<file path="config.mk">
export PLATFORM = sky130hd
export DESIGN_NAME = asmd_div_stage
export DESIGN_NICKNAME = d
export VERILOG_FILES = /design/src/rtl/assert_macros.svh /design/src/rtl/asmd_pkg.sv /design/src/rtl/asmd_div_stage.sv
export SDC_FILE = /design/constraint.sdc
export NUM_CORES = 1
export LEC_CHECK = 0
export BUFFER_PORTS_ARGS = -buffer_cell sky130_fd_sc_hd__buf_2
export CORE_AREA = 2 2 152 154
export DETAILED_ROUTE_END_ITERATION = 10
export DIE_AREA = 0 0 154 156
export GPL_TIMING_DRIVEN = 0
export PLACE_DENSITY = 0.71
export SLEW_MARGIN = 30
export SYNTH_ARGS = -nofsm -noshare
export SYNTH_HDL_FRONTEND = slang
export SYNTH_SLANG_ARGS = --single-unit
</file>
<file path="constraint.sdc">
create_clock -name clk_i -period 1.2 [get_ports clk_i]
set_input_delay 0.24 -clock clk_i [delete_from_list [all_inputs] [get_ports clk_i]]
set_output_delay 0.24 -clock clk_i [all_outputs]
set_load 0.01 [all_outputs]
</file>
<file path="src/rtl/assert_macros.svh">
// Assertion helpers; expect clk_i and rst_ni in the enclosing module.
`ifndef ASSERT_MACROS_SVH
`define ASSERT_MACROS_SVH

// Same-cycle implication.
`define ASSERT_IMPLY(lbl, ante, cons, msg) \
  lbl: assert property (@(posedge clk_i) disable iff (!rst_ni) (ante) |-> (cons)) \
    else $error(msg);

// Next-cycle implication.
`define ASSERT_NEXT(lbl, ante, cons, msg) \
  lbl: assert property (@(posedge clk_i) disable iff (!rst_ni) (ante) |=> (cons)) \
    else $error(msg);

`endif

</file>
<file path="src/rtl/asmd_pkg.sv">
package asmd_pkg;

  localparam int unsigned DataWidth = 32;

  typedef logic signed [DataWidth-1:0] word_t;
  typedef logic        [DataWidth-1:0] uword_t;

  localparam uword_t WordOne = {{(DataWidth-1){1'b0}}, 1'b1};

  typedef struct packed {
    word_t operand_a;
    word_t operand_b;
  } in_item_t;

  typedef struct packed {
    word_t total;
    word_t difference;
    word_t product_low;
    word_t quotient_out;
    word_t remainder_out;
    logic  divide_by_zero;
  } out_item_t;

  // Divider working set plus the fields that ride along with it.
  typedef struct packed {
    uword_t rem;
    uword_t quo;
    uword_t divisor;
    logic   neg_q;
    logic   neg_r;
    logic   dz;
    word_t  total;
    word_t  difference;
    word_t  product_low;
  } div_work_t;

  function automatic uword_t neg_word(uword_t v);
    return (~v) + WordOne;
  endfunction

  function automatic uword_t abs_word(word_t v);
    return v[DataWidth-1] ? neg_word(uword_t'(v)) : uword_t'(v);
  endfunction

endpackage

</file>
<file path="src/rtl/asmd_div_stage.sv">
module asmd_div_stage (
  input  logic                clk_i,
  input  logic                rst_ni,
  input  logic                en_i,
  input  logic                valid_i,
  input  asmd_pkg::div_work_t work_i,
  output logic                valid_o,
  output asmd_pkg::div_work_t work_o
);
  import asmd_pkg::*;

  logic [DataWidth:0] shifted;
  logic [DataWidth:0] trial;
  logic               fits;
  div_work_t          work_d;
  div_work_t          work_q;
  logic               valid_q;

  // One restoring step: shift in the next dividend bit, try the subtract.
  always_comb begin
    shifted     = {work_i.rem, work_i.quo[DataWidth-1]};
    trial       = shifted - {1'b0, work_i.divisor};
    fits        = ~trial[DataWidth];
    work_d      = work_i;
    work_d.rem  = fits ? trial[DataWidth-1:0] : shifted[DataWidth-1:0];
    work_d.quo  = {work_i.quo[DataWidth-2:0], fits};
  end

  always_ff @(posedge clk_i or negedge rst_ni) begin
    if (!rst_ni) begin
      valid_q <= 1'b0;
    end else if (en_i) begin
      valid_q <= valid_i;
    end
  end

  always_ff @(posedge clk_i) begin
    if (en_i) begin
      work_q <= work_d;
    end
  end

  assign valid_o = valid_q;
  assign work_o  = work_q;

endmodule

</file>
== Word level (Yosys, flattened, before mapping) ==
Cells that the tools add are included.
Word-level totals
  register bits: 196
  output and inout bits: 196
  logic and storage cells: 13
Cells by class
  add/sub/neg operators: 1
  mux-type cells: 1
  bitwise operators: 1
Operators with widths (number)
  33-bit by 32-bit subtractor with 33-bit output: 1
  32-bit two-way mux: 1
  1-bit NOT: 1

== Depth between registers and ports, before layout ==
  depth in word-level cells: 2
  mapped depth: 13
  depth with buffers taken out: 12

== Worst setup path after synthesis ==
OpenSTA, ideal clock, no wires.
  path kind: input port to flip-flop
  from: input work_i[115] (netlist name)
  to: register work_q (netlist bit work_o[166]) (data pin)
  setup time: 0.260 ns
  data arrival time: 2.511 ns
  required time: 0.940 ns
  slack: -1.572 ns
  cell stages on the path: 12
  buffers on the path: 2
  cell sequence: inv_1 > ha_1 > buf_6 > a21oi_4 > o211ai_1 > a221o_1 > a211o_1 > o21a_1 > o211ai_4 > inv_2 > buf_6 > mux2_4
RTL lines
  start: declaration: line asmd_div_stage.sv:6  | input asmd_pkg::div_work_t work_i,
  end signal: assignment: line asmd_div_stage.sv:39  | work_q <= work_d;
  end: declaration: line asmd_div_stage.sv:16  | div_work_t work_q;

==> out/results.env <==
OUTCOME='finished with violations'
VIOLATIONS='negative setup slack'
GRT_ANTENNA_BEFORE_REPAIR=9
VDD_IR_DROP_MAX_V=0.000847
NUMBER_OF_DISTINCT_LIBRARY_CELLS_AFTER_SYNTHESIS=51
SYNTH_ASYNC_SR_FLOP_SHARE_PCT=0.510
SYN_NETS=789
AVGROUTEDWIREPERCELL_MICRONS=21.6
LAYOUT_SETUP_WS_NS=-1.27
WORSTPATHMAXFANOUT=6
INTERNAL_POWER_mW=13.2
GRT.TOTAL_USAGE_PCT=24.8
POWER.SHARE.CLOCK_PCT=31.6
SEQ_AREA_FRAC_SYNTH_PCT=70.5
NUM_ROWS=55
CLOCK-ROOT-BUFFER='clkbuf_16'
DRT_ITER0_DRC=456
GRT_MAX_DEGREE=55
PORT-BUFFER-COUNT=394
YOSYS_WARNINGS=0
VIAS_IN_THE_FIRST_GLOBAL_ROUTE=7215
TIMING.FINAL.HOLD_VIOLATIONS=0
TRITONCTS_BUFFERS=17
DETAIL-ROUTE-ANTENNA-NETS=0
CRITICAL_PATH.MAX_STAGE_DELAY_NS=0.38
FINAL_COMMON_CELL='buf_2'
SETUP.WORST_PATH.END_CLASS='flop'
ROUTED_WIRELENGTH_MM=31.3
SYNTH_TOP_AREA_CELL='edfxtp_1'
CAP_VIOL_MAX_COUNT=0
GRT_OVERFLOW=0
POWER_PER_CELL_AREA_mW_PER_MM2=1360
TIMING.HOLD.WORST.CLASS='in2reg'
TIGHTEST_SLEW_NS=0.575
SYNTH-EDFF-COUNT=195
CLOCK_TREE_FROM_TRITONCTS='built'
COUNT_OF_FINAL_MAX_SLEW_CHECK_FAILURES=0
FRACTION_OF_LAYOUT_INSTANCES_USING_A_DRIVE_STRENGTH_ABOVE_1_PCT=44.9
SLEW_HEADROOM_PCT=61.6
POWER.SHARE.SWITCHING_PCT=28.7
POST_DRT_VIA_CELL_RATIO=4.96
PATH_COMMON_CELL='buf_12'
DIE_W_MICRONS=154
DP_HPWL_MM=21.2
PROPORTION_OF_NETLIST_AREA_HELD_BY_THE_LARGEST_AREA_CONTRIBUTOR_PCT=70.2
DRC=0
SYN_AVG_CELL_AREA_SQ_UM=15.0
HTREE_NUM_LEVELS=4
MAX-CLOCK-PATH-BUFFERS=2
POWER_FRAC_COMB_PCT=22.8
DIE-AREA_SQ_MM=0.0240
REGISTER_BIT_TOTAL_FROM_SYNTHESIS=196
START_UTIL_PCT=37.3
POSTSYNTH.TOPFLOPCELL='edfxtp_1'
GPL.FINAL_WEIGHTED_CONGESTION=0.902
TIMING.CRITICAL_PATH.CELLS='buf_8, ha_4, a21oi_4, o211ai_1, a221o_1, a211o_1, o21a_1, o211ai_4, inv_4, buf_12, buf_12, mux2_4'
GRT_PASS1_WL_MM=43.9
POST-ROUTE-MIN-PERIOD_NS=2.47
LAYOUT_COMMON_CELLS='buf_2, edfxtp_1, dlygate4sd3_1'
SYN_TO_FINAL_GROWTH_PCT=63.3
SYNTH.AREA.TOP_CELLS='edfxtp_1, ha_1, mux2_4, a21oi_1, nand2_1'
SYNTHCELLS=557
CRITPATHSLOWESTCELL='a221o_1'
CTS_SINKS=196
FIRST_PASS_ITERS=6
FINAL_NET_COUNT=1377
LEAK_PWR_nW=5.96
SKEW_NS=0
WORSTSKEWPAIRLATENCY_NS=0.43
FMAXACHIEVABLE_MHz=405
FINAL_CRITICAL_PATH_SHARE_OF_THE_CLOCK_PERIOD_PCT=206
P_SWITCHING_mW=5.31
FINALSETUPVIOLATIONS=86
P_TOTAL_mW=18.5
CP_DATA_ARRIVAL_TIME_NS=2.66
FLOORPLAN.DIE.HEIGHT_MICRONS=156
PLACEABLE_CORE_REGION_SQ_MM=0.0224
UTILIZATION_PCT=60.9
CLK_TRANSITION_REPORTED_PATHS_NS=0.08
VIA_COUNT=7175
GRT_SETUP_UNREPAIRED='true'
WORST_EP_REQUIRED_TIME_NS=1.39
NUM_IO_PINS=395
SYNTH_AREA_SQ_MM=0.00835
WORSTSETUPPATHTYPE='in2reg'
SEQUENTIALPOWERSHARE_PCT=45.6
SETUP.WORST_PATH.START_CLASS='input port'
## routing by layer
metal,wire (microns),vias up,GRT usage (%)
met1,12500,3445,29.5
met4,1660,12,12.0
met2,14800,335,40.8
li1,-,3293,-
met5,73,-,0
met3,2280,90,8.08
## worst max-delay path, delay by kind of cell
kind,cells,cell delay [ns]
muxes,1,0.30
adders and majority gates,1,0.26
buffers and inverters,4,0.44
AOI/OAI and AO/OA,6,1.40
## cell families (layout without fill, tap and decap cells)
logic type	count (synthesis)	in the layout	synth area share, %
simple gates	108	108	6.21
fa+ha+maj	33	33	5.04
flops	196	196	70.5
other cells	0	5	0
mux	19	19	3.37
buf+inv	57	658	2.85
xor+xnor	24	24	2.52
compound gates	120	120	9.55
## stage by stage
| stage | hold WS (ns) | instances | setup WS, ns | area (sq um) | TNS [ns] |
|---|---|---|---|---|---|
| after detailed placement | 0.0159 | 1238 | -2.27 | 10900 | -125.12 |
| final | 0.00788 | 1448 | -1.27 | 13600 | -40.40 |
| after global placement | 0.0148 | 1236 | -2.84 | 10800 | -593.43 |
| after CTS | 0.000285 | 1438 | -1.32 | 13400 | -42.18 |
| after floorplan | -0.0556 | 557 | -1.43 | 8470 | -44.07 |
| after global routing | 0.00236 | 1446 | -1.33 | 13600 | -47.71 |
## path summary, 6_finish.rpt
path	endpoint	start	cells past startpoint	slack [ns]
worst max-delay path	work_o[173]	work_i[178]	12	-1.27
worst min-delay path	work_o[118]	work_i[118]	1	0.008
worst max register to register	valid_o	valid_o	2	0.33
worst min register to register	valid_o	valid_o	2	0.61
max in group asynchronous	valid_o	rst_ni	2	0.96
min in group asynchronous	valid_o	rst_ni	2	0.15
## synthesized netlist by cell type (all sizes together), types with 7 or more instances
cell type / n
a21oi: 36
mux2: 19
nand2: 44
o211ai: 9
edfxtp: 195
nor2: 16
ha: 32
inv: 42
nand3: 11
xnor2: 14
xor2: 10
nand4: 7
clkbuf: 11
a21o: 15
o21ai: 24
## power groups by stage
stage | logic, mW | registers (mW) | clock network, mW
6_report | 4.22 | 8.44 | 5.84
5_1_grt | 4.49 | 8.49 | 6.20
4_1_cts | 4.02 | 8.42 | 5.98
3_5_place_dp | 3.28 | 8.57 | 0
3_3_place_gp | 3.22 | 8.59 | 0
2_1_floorplan | 1.33 | 8.95 | 0
## final cells by class
type,count,area (sq um)
Clock inverter,14,183
Antenna cell,5,12.5
Buffer,8,70.1
Tap cell,285,357
Sequential cell,196,5880
Timing Repair Buffer,576,4030
Multi-Input combinational cell,304,2510
Clock buffer,18,429
Inverter,42,165
Fill cell,1675,8730
## sequential cells by signal, indices dropped and copies added (netlist names)
register and cells:
valid_o 1, work_o 195
## timing repair
item,4_1_cts,5_1_grt
endpoints found under the hold margin,154,2
pin swaps,15,21
endpoints found under the setup margin,255,273
gates cloned,3,1
gates resized for setup,48,55
setup buffers,14,6
hold buffers,154,2
Note: power is estimated with default switching activity, not from simulation.
